**src/hw/rtl/b64le_pkg.sv**
```systemverilog
// Shared types, constants and the base64 alphabet lookup for the line encoder.
package b64le_pkg;

   localparam logic [7:0] CHAR_PAD         = 8'h3D;
   localparam logic [7:0] CHAR_LF          = 8'h0A;
   localparam logic [7:0] LINE_CHARS_RESET = 8'd76;
   localparam logic [1:0] GROUP_BYTES_MAX  = 2'd2;
   localparam logic [2:0] LF_SLOT          = 3'd4;
   localparam logic [2:0] LAST_CHAR_SLOT   = 3'd3;

   typedef struct packed {
      logic [7:0] data_byte;
      logic       end_of_data;
   } b64le_req_type;

   typedef struct packed {
      logic [7:0] char_code;
      logic       end_of_run;
   } b64le_rsp_type;

   // One finished group: four characters, first in slot 0, and the line-feed flag.
   typedef struct packed {
      logic [3:0][7:0] chars;
      logic            line_feed;
   } b64le_group_type;

   function automatic logic [7:0] b64le_char(input logic [5:0] sextet);
      logic [7:0] v;
      v = {2'b00, sextet};
      if (sextet < 6'd26) begin
         return v + 8'd65;
      end else if (sextet < 6'd52) begin
         return v + 8'd71;
      end else if (sextet < 6'd62) begin
         return v - 8'd4;
      end else if (sextet == 6'd62) begin
         return 8'h2B;
      end else begin
         return 8'h2F;
      end
   endfunction

endpackage

```
**src/hw/rtl/b64le_front.sv**
```systemverilog
// Front end: gathers bytes into groups, encodes them and tracks the line length.
module b64le_front (
   input  logic                     clock,
   input  logic                     reset,
   input  logic                     req_push,
   input  b64le_pkg::b64le_req_type req_data,
   input  logic                     queue_full,
   input  logic [7:0]               line_chars,
   output logic                     queue_push,
   output b64le_pkg::b64le_group_type queue_data
);
   import b64le_pkg::*;

   logic [15:0] held_bytes_ff, held_bytes_in;
   logic [1:0]  group_fill_ff, group_fill_in;
   logic [7:0]  line_count_ff, line_count_in;
   logic        accept;
   logic        close_group;
   logic [23:0] group_bits;
   logic [8:0]  count_sum;
   logic        line_feed;

   assign accept      = req_push && !queue_full;
   assign close_group = (group_fill_ff == GROUP_BYTES_MAX) || req_data.end_of_data;
   assign count_sum   = {1'b0, line_count_ff} + 9'd4;
   assign line_feed   = (count_sum >= {1'b0, line_chars}) || req_data.end_of_data;

   always_comb begin
      case (group_fill_ff)
         2'd0:    group_bits = {req_data.data_byte, 16'h0000};
         2'd1:    group_bits = {held_bytes_ff[15:8], req_data.data_byte, 8'h00};
         default: group_bits = {held_bytes_ff, req_data.data_byte};
      endcase
   end

   always_comb begin
      queue_data.chars[0]  = b64le_char(group_bits[23:18]);
      queue_data.chars[1]  = b64le_char(group_bits[17:12]);
      queue_data.chars[2]  = (group_fill_ff == 2'd0) ? CHAR_PAD
                                                     : b64le_char(group_bits[11:6]);
      queue_data.chars[3]  = (group_fill_ff != GROUP_BYTES_MAX) ? CHAR_PAD
                                                               : b64le_char(group_bits[5:0]);
      queue_data.line_feed = line_feed;
      queue_push           = accept && close_group;
   end

   always_comb begin
      held_bytes_in = held_bytes_ff;
      group_fill_in = group_fill_ff;
      line_count_in = line_count_ff;
      if (accept) begin
         if (close_group) begin
            held_bytes_in = 16'h0000;
            group_fill_in = 2'd0;
            line_count_in = line_feed ? 8'd0 : count_sum[7:0];
         end else begin
            if (group_fill_ff == 2'd0) begin
               held_bytes_in = {req_data.data_byte, 8'h00};
            end else begin
               held_bytes_in = {held_bytes_ff[15:8], req_data.data_byte};
            end
            group_fill_in = group_fill_ff + 2'd1;
         end
      end
   end

   always_ff @(posedge clock) begin
      if (reset) begin
         held_bytes_ff <= 16'h0000;
         group_fill_ff <= 2'd0;
         line_count_ff <= 8'd0;
      end else begin
         held_bytes_ff <= held_bytes_in;
         group_fill_ff <= group_fill_in;
         line_count_ff <= line_count_in;
      end
   end

endmodule

```
**src/hw/rtl/b64le_fifo.sv**
```systemverilog
// Short group queue between the front end and the character serializer.
module b64le_fifo #(
   parameter int DEPTH = 2
) (
   input  logic                       clock,
   input  logic                       reset,
   input  logic                       push,
   input  b64le_pkg::b64le_group_type push_data,
   input  logic                       pop,
   output logic                       full,
   output logic                       empty,
   output b64le_pkg::b64le_group_type head_data
);
   import b64le_pkg::*;

   localparam int PTR_W = (DEPTH > 1) ? $clog2(DEPTH) : 1;
   localparam int CNT_W = $clog2(DEPTH + 1);

   b64le_group_type        slots_ff [DEPTH];
   logic [PTR_W-1:0]       wr_ptr_ff, wr_ptr_in;
   logic [PTR_W-1:0]       rd_ptr_ff, rd_ptr_in;
   logic [CNT_W-1:0]       count_ff, count_in;
   logic                   do_push, do_pop;

   assign full      = (count_ff == CNT_W'(DEPTH));
   assign empty     = (count_ff == '0);
   assign head_data = slots_ff[rd_ptr_ff];
   assign do_push   = push && !full;
   assign do_pop    = pop && !empty;

   always_comb begin
      wr_ptr_in = wr_ptr_ff;
      rd_ptr_in = rd_ptr_ff;
      count_in  = count_ff;
      if (do_push) begin
         wr_ptr_in = (wr_ptr_ff == PTR_W'(DEPTH - 1)) ? '0 : wr_ptr_ff + 1'b1;
      end
      if (do_pop) begin
         rd_ptr_in = (rd_ptr_ff == PTR_W'(DEPTH - 1)) ? '0 : rd_ptr_ff + 1'b1;
      end
      if (do_push && !do_pop) begin
         count_in = count_ff + 1'b1;
      end else if (do_pop && !do_push) begin
         count_in = count_ff - 1'b1;
      end
   end

   always_ff @(posedge clock) begin
      if (do_push) begin
         slots_ff[wr_ptr_ff] <= push_data;
      end
   end

   always_ff @(posedge clock) begin
      if (reset) begin
         wr_ptr_ff <= '0;
         rd_ptr_ff <= '0;
         count_ff  <= '0;
      end else begin
         wr_ptr_ff <= wr_ptr_in;
         rd_ptr_ff <= rd_ptr_in;
         count_ff  <= count_in;
      end
   end

endmodule

```
**src/hw/rtl/b64le_back.sv**
```systemverilog
// Back end: serializes each queued group into characters, one per transfer.
module b64le_back (
   input  logic                       clock,
   input  logic                       reset,
   input  logic                       queue_empty,
   input  b64le_pkg::b64le_group_type queue_head,
   output logic                       queue_pop,
   output logic                       rsp_empty,
   input  logic                       rsp_pop,
   output b64le_pkg::b64le_rsp_type   rsp_data
);
   import b64le_pkg::*;

   logic [2:0] slot_ff, slot_in;
   logic [2:0] last_slot;
   logic       transfer;

   assign last_slot = queue_head.line_feed ? LF_SLOT : LAST_CHAR_SLOT;
   assign rsp_empty = queue_empty;
   assign transfer  = rsp_pop && !queue_empty;

   always_comb begin
      rsp_data.char_code  = (slot_ff == LF_SLOT) ? CHAR_LF : queue_head.chars[slot_ff[1:0]];
      rsp_data.end_of_run = (slot_ff == last_slot);
      queue_pop           = transfer && (slot_ff == last_slot);
      slot_in             = slot_ff;
      if (transfer) begin
         // advance through the group, drop it after its last character
         slot_in = (slot_ff == last_slot) ? 3'd0 : slot_ff + 3'd1;
      end
   end

   always_ff @(posedge clock) begin
      if (reset) begin
         slot_ff <= 3'd0;
      end else begin
         slot_ff <= slot_in;
      end
   end

endmodule

```
**src/hw/rtl/base64_line_encoder.sv**
```systemverilog
// Top level of the line-wrapped base64 encoder.
//
// Input queue port: raise req_push with a byte and its end_of_data flag; the
// byte is taken at an edge where req_full is low. Output queue port: while
// rsp_empty is low the oldest character is on rsp_data; rsp_pop takes it.
// csr_write_enable with csr_write_data sets the line length (reset 76); write
// it only while the encoder is idle.
// Every third byte (or the last byte of the data) closes a group, which yields
// four characters plus a line feed when the line is full or the data ends.
// A closing byte's group is registered in the group queue, and its first
// character shows on rsp_data once the group is at the queue head. Bytes are
// taken one per cycle while the group queue (QUEUE_DEPTH groups) has room, and
// characters drain one per cycle while rsp_pop is high. When the receiver
// stalls, the queue fills and req_full rises; nothing is dropped. Reset
// empties the queue, clears the partial group and line count.
module base64_line_encoder #(
   parameter int QUEUE_DEPTH = 2
) (
   input  logic                     clock,
   input  logic                     reset,
   input  logic                     req_push,
   output logic                     req_full,
   input  b64le_pkg::b64le_req_type req_data,
   output logic                     rsp_empty,
   input  logic                     rsp_pop,
   output b64le_pkg::b64le_rsp_type rsp_data,
   input  logic                     csr_write_enable,
   input  logic [7:0]               csr_write_data
);
   import b64le_pkg::*;

   logic [7:0]      line_chars_ff;
   logic [7:0]      line_chars_in;
   logic            queue_push;
   logic            queue_pop;
   logic            queue_empty;
   b64le_group_type queue_in_data;
   b64le_group_type queue_head;

   assign line_chars_in = csr_write_enable ? csr_write_data : line_chars_ff;

   always_ff @(posedge clock) begin
      if (reset) begin
         line_chars_ff <= LINE_CHARS_RESET;
      end else begin
         line_chars_ff <= line_chars_in;
      end
   end

   b64le_front u_front (
      .clock      (clock),
      .reset      (reset),
      .req_push   (req_push),
      .req_data   (req_data),
      .queue_full (req_full),
      .line_chars (line_chars_ff),
      .queue_push (queue_push),
      .queue_data (queue_in_data)
   );

   b64le_fifo #(
      .DEPTH (QUEUE_DEPTH)
   ) u_fifo (
      .clock     (clock),
      .reset     (reset),
      .push      (queue_push),
      .push_data (queue_in_data),
      .pop       (queue_pop),
      .full      (req_full),
      .empty     (queue_empty),
      .head_data (queue_head)
   );

   b64le_back u_back (
      .clock       (clock),
      .reset       (reset),
      .queue_empty (queue_empty),
      .queue_head  (queue_head),
      .queue_pop   (queue_pop),
      .rsp_empty   (rsp_empty),
      .rsp_pop     (rsp_pop),
      .rsp_data    (rsp_data)
   );

endmodule

```
**config.mk**
```make
export PLATFORM = sky130hd
export DESIGN_NAME = base64_line_encoder
export DESIGN_NICKNAME = d
export VERILOG_FILES = /design/src/hw/rtl/b64le_pkg.sv /design/src/hw/rtl/b64le_front.sv /design/src/hw/rtl/b64le_fifo.sv /design/src/hw/rtl/b64le_back.sv /design/src/hw/rtl/base64_line_encoder.sv
export SDC_FILE = /design/constraint.sdc
export NUM_CORES = 1
export LEC_CHECK = 0
export BUFFER_PORTS_ARGS = -buffer_cell sky130_fd_sc_hd__buf_2
export CORE_ASPECT_RATIO = 1.5
export CORE_UTILIZATION = 60
export DETAILED_ROUTE_END_ITERATION = 10
export GPL_TIMING_DRIVEN = 0
export HOLD_SLACK_MARGIN = 0.08
export PLACE_DENSITY = 0.78
export SLEW_MARGIN = 25
export SYNTH_ARGS = -nofsm -noshare
export SYNTH_HDL_FRONTEND = slang
export SYNTH_SLANG_ARGS = --single-unit
```
**constraint.sdc**
```tcl
create_clock -name clock -period 9.34 [get_ports clock]
set_clock_uncertainty 0.2 [all_clocks]
set_input_delay 1.868 -clock clock [delete_from_list [all_inputs] [get_ports clock]]
set_output_delay 1.868 -clock clock [all_outputs]
set_load 0.02 [all_outputs]
```
==> results of run 1 <==
## worst paths after layout
check | end | cells after the start
worst min-delay path | line_chars_ff[5] | 2
worst min register to register | line_chars_ff[5] | 2
worst max-delay path | u_fifo.slots_ff[0][32] | 10
worst max register to register | u_fifo.slots_ff[1][3] | 14
## routing by layer
layer,up-vias,share of wire
li1,2360,-
met1,2340,0.40
met2,129,0.53
met3,43,0.032
met4,0,0.043
met5,-,0
## cell families (layout without fill, tap and decap cells)
logic type | Yosys count | after routing
AOI/OAI and AO/OA | 151 | 151
xor gates and xnor gates | 17 | 17
adders and majority gates | 37 | 37
buffers and inverters | 76 | 122
DFF | 106 | 106
muxes | 29 | 29
and+or+nand+nor | 207 | 207
## synth_stat cells, types with 2 or more instances
| cell | number |
|---|---|
| a22o_1 | 5 |
| mux2i_1 | 9 |
| nand4_1 | 8 |
| or3_1 | 2 |
| and3_1 | 9 |
| xor2_1 | 7 |
| buf_2 | 16 |
| dfxtp_1 | 40 |
| a22oi_2 | 2 |
| o21ai_2 | 2 |
| edfxtp_1 | 66 |
| nor2_1 | 55 |
| a22oi_1 | 19 |
| inv_2 | 2 |
| ha_1 | 37 |
| or2_1 | 2 |
| mux2_2 | 3 |
| o211ai_1 | 7 |
| nand2_1 | 61 |
| nor2b_1 | 3 |
| mux4_2 | 16 |
| nor3_1 | 7 |
| o211a_1 | 2 |
| o21ai_1 | 11 |
| a211oi_1 | 3 |
| buf_6 | 4 |
| a31oi_1 | 7 |
| nor3b_1 | 7 |
| xnor2_1 | 10 |
| buf_1 | 3 |
| nand2b_1 | 9 |
| clkbuf_1 | 14 |
| a21o_1 | 5 |
| a21oi_1 | 39 |
| nor4b_1 | 3 |
| and2_1 | 4 |
| o21a_1 | 6 |
| o21bai_1 | 2 |
| o221ai_1 | 2 |
| nand3_1 | 24 |
| or4_1 | 3 |
| inv_1 | 36 |
| o21ai_0 | 21 |
| nor4bb_1 | 2 |
| a21oi_2 | 3 |
## final cells by class
cell class | instances | share of cell area
multi-input combinational | 441 | 0.457
timing repair buffer | 30 | 0.0265
tap | 117 | 0.0212
sequential | 106 | 0.404
clock inverter | 7 | 0.00926
clock buffer | 9 | 0.0327
buffer | 38 | 0.0285
inverter | 38 | 0.0207
## tightest hold or removal path: cells and delay by family, from the launching register on
family	cells	cell delay [ps]
flip-flops	1	330
AND/OR/NAND/NOR	1	70
multiplexers	1	60
## sequential cells by signal, summed over array words and instances, names as in the netlist, named ones only
register	count
u_front.group_fill_ff	2
u_fifo.count_ff	2
u_front.line_count_ff	6
u_fifo.slots_ff	66
u_front.held_bytes_ff	16
u_fifo.rd_ptr_ff	1
u_fifo.wr_ptr_ff	1
u_back.slot_ff	3
line_chars_ff	8
## power by group through the flow
stage	combinational (mW)	sequential, mW	clock, mW
2_1_floorplan	0.130	0.538	0
3_3_place_gp	0.171	0.539	0
3_5_place_dp	0.179	0.540	0
4_1_cts	0.180	0.529	0.373
5_1_grt	0.198	0.531	0.385
6_report	0.181	0.529	0.364
## metrics by stage
stage / instances / setup slack, ps / utilization / hold WS [ps]
2_1_floorplan: 623 / 4180 / - / 260
5_1_grt: 786 / 4780 / 0.680 / 317
6_report: 786 / 5000 / 0.680 / 298
3_3_place_gp: 765 / 2900 / 0.645 / 273
4_1_cts: 786 / 5000 / 0.680 / 300
3_5_place_dp: 770 / 4700 / 0.651 / 284
==> flow_summary.toml, run 1 <==
[routing]
first_pass_iters = 9
via_count = 4872
wl_per_cell_um = 18.2
wl_um = 14300
routed_via_density = 6.20
dr.first_iter.drc_count = 290
ant_nets = 0
drc = 0

[yosys]
synth_async_sr_flop_share = 0
postSynthAreaPerCell_um2 = 10.1
synth-xor-area-share = 0.0238
synth_top_flop_cell = "edfxtp_1"
syn_inst = 623
synth_fa_ha_area_frac = 0.0739
synth_top_cell_area_share = 0.316
syn-cell-area_mm2 = 0.00627
synth_nets = 682
netlist-cell-type-count = 70
synth-compound-area-share = 0.162
synth_edf_count = 66
ys_seq_area_frac = 0.444
synth_top_family_by_area = "simple AND/OR/NAND/NOR gates"
synth-seq-cells = 106
synth.area.top_cells = "edfxtp_1 (32%), dfxtp_1 (13%), ha_1 (7.4%)"
synth_simple_gate_area_share = 0.164
yosys_warnings = 0
netlist.top_cell.by_area = "edfxtp_1"
synthMuxAreaShare = 0.0791

[worst_setup_path]
worstSetupStartpoint = "req_data[4]"
worst_path_max_delay_cell = "nor4b_1"
startpoint_type = "primary input"
r2r_setup_slack_ps = 5770
end_kind = "flop"
critical_path.max_stage_delay_ps = 650
arrival_ps = 4200
critPathRequiredTime_ps = 9190
path_cells = "buf_2 -> clkbuf_1 -> nand2_1 -> inv_1 -> ha_1 -> a21oi_1 -> nor2b_1 -> o21ai_1 -> a21oi_1 -> nor4b_1"
path_buf_inv = 3
crit_fanout = 10
critPathKind = "in2reg"
cpMostUsedCell = "a21oi_1"
crit_family = "simple AND/OR/NAND/NOR gates"
reg2reg_from = "u_front.group_fill_ff[1]"

[sta]
fmax_mhz = 230
finalSetupTns_ps = 0
slew_viol_final = 0
finalCritPeriodShare = 0.465
slew_headroom = 0.416
setup_violations = 0
hold_violations = 0
fin_crit_ps = 4340
tightest_slew_ps = 868
rsz0062_at_grt = "no"

[power]
power.share.clock = 0.339
total_power_mw = 1.07
p_int_uw = 777
leakagePower_nw = 2.67
ir_drop_mv = 0.141
combPwrFrac = 0.169
p_per_area_mw_per_mm2 = 156
pwr-share-seq = 0.493
switching_share = 0.276
p_sw_uw = 297

[flow_run]
maxCapViolations = 0

[placed_design]
dp_hpwl_um = 11000
gp_congestion = 0.930
port_buffers = 25
place_area_mm2 = 0.00660

[clock_network]
post-cts-setup-buffer-count = 0
cts_sinks = 106
cts_tree = "built"
holdBufCountCts = 0
post_cts_resized = 0
ctsRootBufferMaster = "clkbuf_16"
cts_buffers = 9
cts_max_path_buffers = 2
htreeDepth = 3
clkTransAtPathRegs_ps = 70
clock_latency_ps = 350

[layout]
final_common_cell = "edfxtp_1"
diodes = 0
seq_area_mm2 = 0.00278
finalInstanceArea_mm2 = 0.00689
multi_input_area_mm2 = 0.00315
final_cell_mix = "edfxtp_1 (66), nand2_1 (61), nor2_1 (55)"
area_growth_syn_to_layout_pct = 9.96
drive_above_1_share = 0.161
num-nets-final = 723
fillers = 785

[global_routing]
use_met2 = 0.500
grt_pass1_vias = 4752
grt_antenna_before_repair = 0
grt_use_met3 = 0.0336
busiest_layer = "met2"
overflow = 0
grtUsageMet1 = 0.315
grt.total_usage = 0.275
grt_pass1_wl_um = 23000
grt_max_degree = 21

[hold_path]
hp-class = "reg2reg"
hp-start = "line_chars_ff[5]"

[floorplan]
core_mm2 = 0.0101
die_width_um = 85.4
initial_core_util = 0.618
dieArea_mm2 = 0.0109
die_y_um = 127
rows = 45
pin_count = 33

[outcome]
status = "finished clean"
Power figures use the tool's default switching activity.
==> run 2, diff against run 1 <==
==> constraint.sdc (replaced) <==
create_clock -name clock -period 4.05 [get_ports clock]
set_clock_uncertainty 0.2 [all_clocks]
set_input_delay 0.81 -clock clock [delete_from_list [all_inputs] [get_ports clock]]
set_output_delay 0.81 -clock clock [all_outputs]
set_load 0.02 [all_outputs]
==> run 2 against run 1 <==
First-iteration DRC count grew 4.1%. Cell area is essentially flat. Sequential power grew 130%. Register-to-register slack lost 5200 ps. Total power grew 130%. Non-clock buffer count shrank 2. Global-route usage shrank 0.28 points. Clock power grew 130%. Core utilization is essentially flat. Critical path type is now reg2reg.
==> flow_summary.toml, run 2 (synthesized netlist as in run 1, its figures left out) <==
[clock_network]
htreeDepth = 3
clock_latency_ps = 350
cts_buffers = 9
post_cts_resized = 0
cts_max_path_buffers = 2
cts_sinks = 106
ctsRootBufferMaster = "clkbuf_16"
clkTransAtPathRegs_ps = 70
post-cts-setup-buffer-count = 0
holdBufCountCts = 0
cts_tree = "built"

[global_routing]
overflow = 0
grt_pass1_wl_um = 22700
grt_pass1_vias = 4762
grt_antenna_before_repair = 0
grt_max_degree = 20
grt.total_usage = 0.272

[routing]
wl_met3_um = 611
dr.first_iter.drc_count = 302
wl_per_cell_um = 18.0
met1_length_um = 5560
drc = 0
routed_via_density = 6.21
met2_length_um = 7440
ant_nets = 0
wl_um = 14100
highest_layer = "met4"
first_pass_iters = 5
via_count = 4871

[floorplan]
die_y_um = 127
core_mm2 = 0.0101
initial_core_util = 0.618
pin_count = 33
die_width_um = 85.4
dieArea_mm2 = 0.0109
rows = 45

[layout]
diodes = 0
largest_reg_flops = 66
final_cell_mix = "edfxtp_1 (66), nand2_1 (61), nor2_1 (55)"
num-nets-final = 721
final_common_cell = "edfxtp_1"
top_register = "u_fifo.slots_ff"
area_growth_syn_to_layout_pct = 9.92
finalInstanceArea_mm2 = 0.00689
drive_above_1_share = 0.159
reg_top3 = "u_fifo.slots_ff (66), u_front.held_bytes_ff (16), line_chars_ff (8)"

[worst_setup_path]
critPathKind = "reg2reg"
startpoint_type = "flop"
critPathRequiredTime_ps = 3910
crit_fanout = 10
end_kind = "flop"
arrival_ps = 3350

[power]
leakagePower_nw = 2.65
ir_drop_mv = 0.246
p_per_area_mw_per_mm2 = 359

[placed_design]
dp_hpwl_um = 10900
place_ws_ps = 417
port_buffers = 25
place_area_mm2 = 0.00660
gp_congestion = 0.947

[sta]
tightest_slew_ps = 923
setup_violations = 0
finalSetupTns_ps = 0
hold_violations = 0
slew_headroom = 0.380
fin_crit_ps = 3490
fin_ws_ps = 563
fmax_mhz = 287
slew_viol_final = 0
rsz0062_at_grt = "no"
finalCritPeriodShare = 0.861

[hold_path]
hp-class = "reg2reg"

[outcome]
status = "finished clean"

[flow_run]
maxCapViolations = 0
## run 2: cell count changes in the layout (fill, tap and decap cells not counted), sizes merged
cell	before	now
inv	43	40
buf	54	52
clkinvlp	0	3
## run 2: where the power goes
part	internal [mW]	switching [mW]	total (mW)
combinational	0.158	0.260	0.419
sequential	1.20	0.0193	1.22
clock	0.428	0.404	0.831
total	1.79	0.684	2.47
## run 2: area by class of cell
class / instances / area (µm²)
Multi-Input combinational cell: 441 / 3160
Tap cell: 117 / 146
Buffer: 38 / 196
Sequential cell: 106 / 2780
Timing Repair Buffer: 28 / 175
Clock buffer: 9 / 225
Clock inverter: 7 / 62.6
Fill cell: 793 / 3250
Inverter: 38 / 143
## run 2: path summary, 6_finish.rpt
check | cells after the start | slack (ps) | start | end
setup / recovery | 14 | 560 | u_front.group_fill_ff[1] | u_fifo.slots_ff[1][3]
hold / removal | 2 | 290 | line_chars_ff[6] | line_chars_ff[6]
setup reg to reg | 14 | 560 | u_front.group_fill_ff[1] | u_fifo.slots_ff[1][3]
hold reg to reg | 2 | 290 | line_chars_ff[6] | line_chars_ff[6]
## run 2: worst max-delay path: stages, from the launching register on
cell	delay (ps)
dfxtp_1	440
inv_1	120
ha_1	220
buf_6	150
nand2b_4	70
buf_6	130
a22o_1	250
inv_1	130
ha_1	240
and3_1	200
a311oi_2	300
o21a_1	270
nor2_1	110
a22oi_1	190
o211ai_1	170
## run 2: stage by stage
step                       util  instances  hold slack [ps]  power (mW)
final                     0.680        784              289        2.47
after global routing      0.680        784              328        2.56
after CTS                 0.680        784              294        2.48
after detailed placement  0.651        768              284        1.66
after global placement    0.646        765              273        1.64
after floorplan               -        623              260        1.54
## run 2: routing by layer
metal  up-vias  GRT usage
met5         -          0
met4         0      0.143
met3        33     0.0310
met2       149      0.496
met1      2330      0.309
li1       2359          -
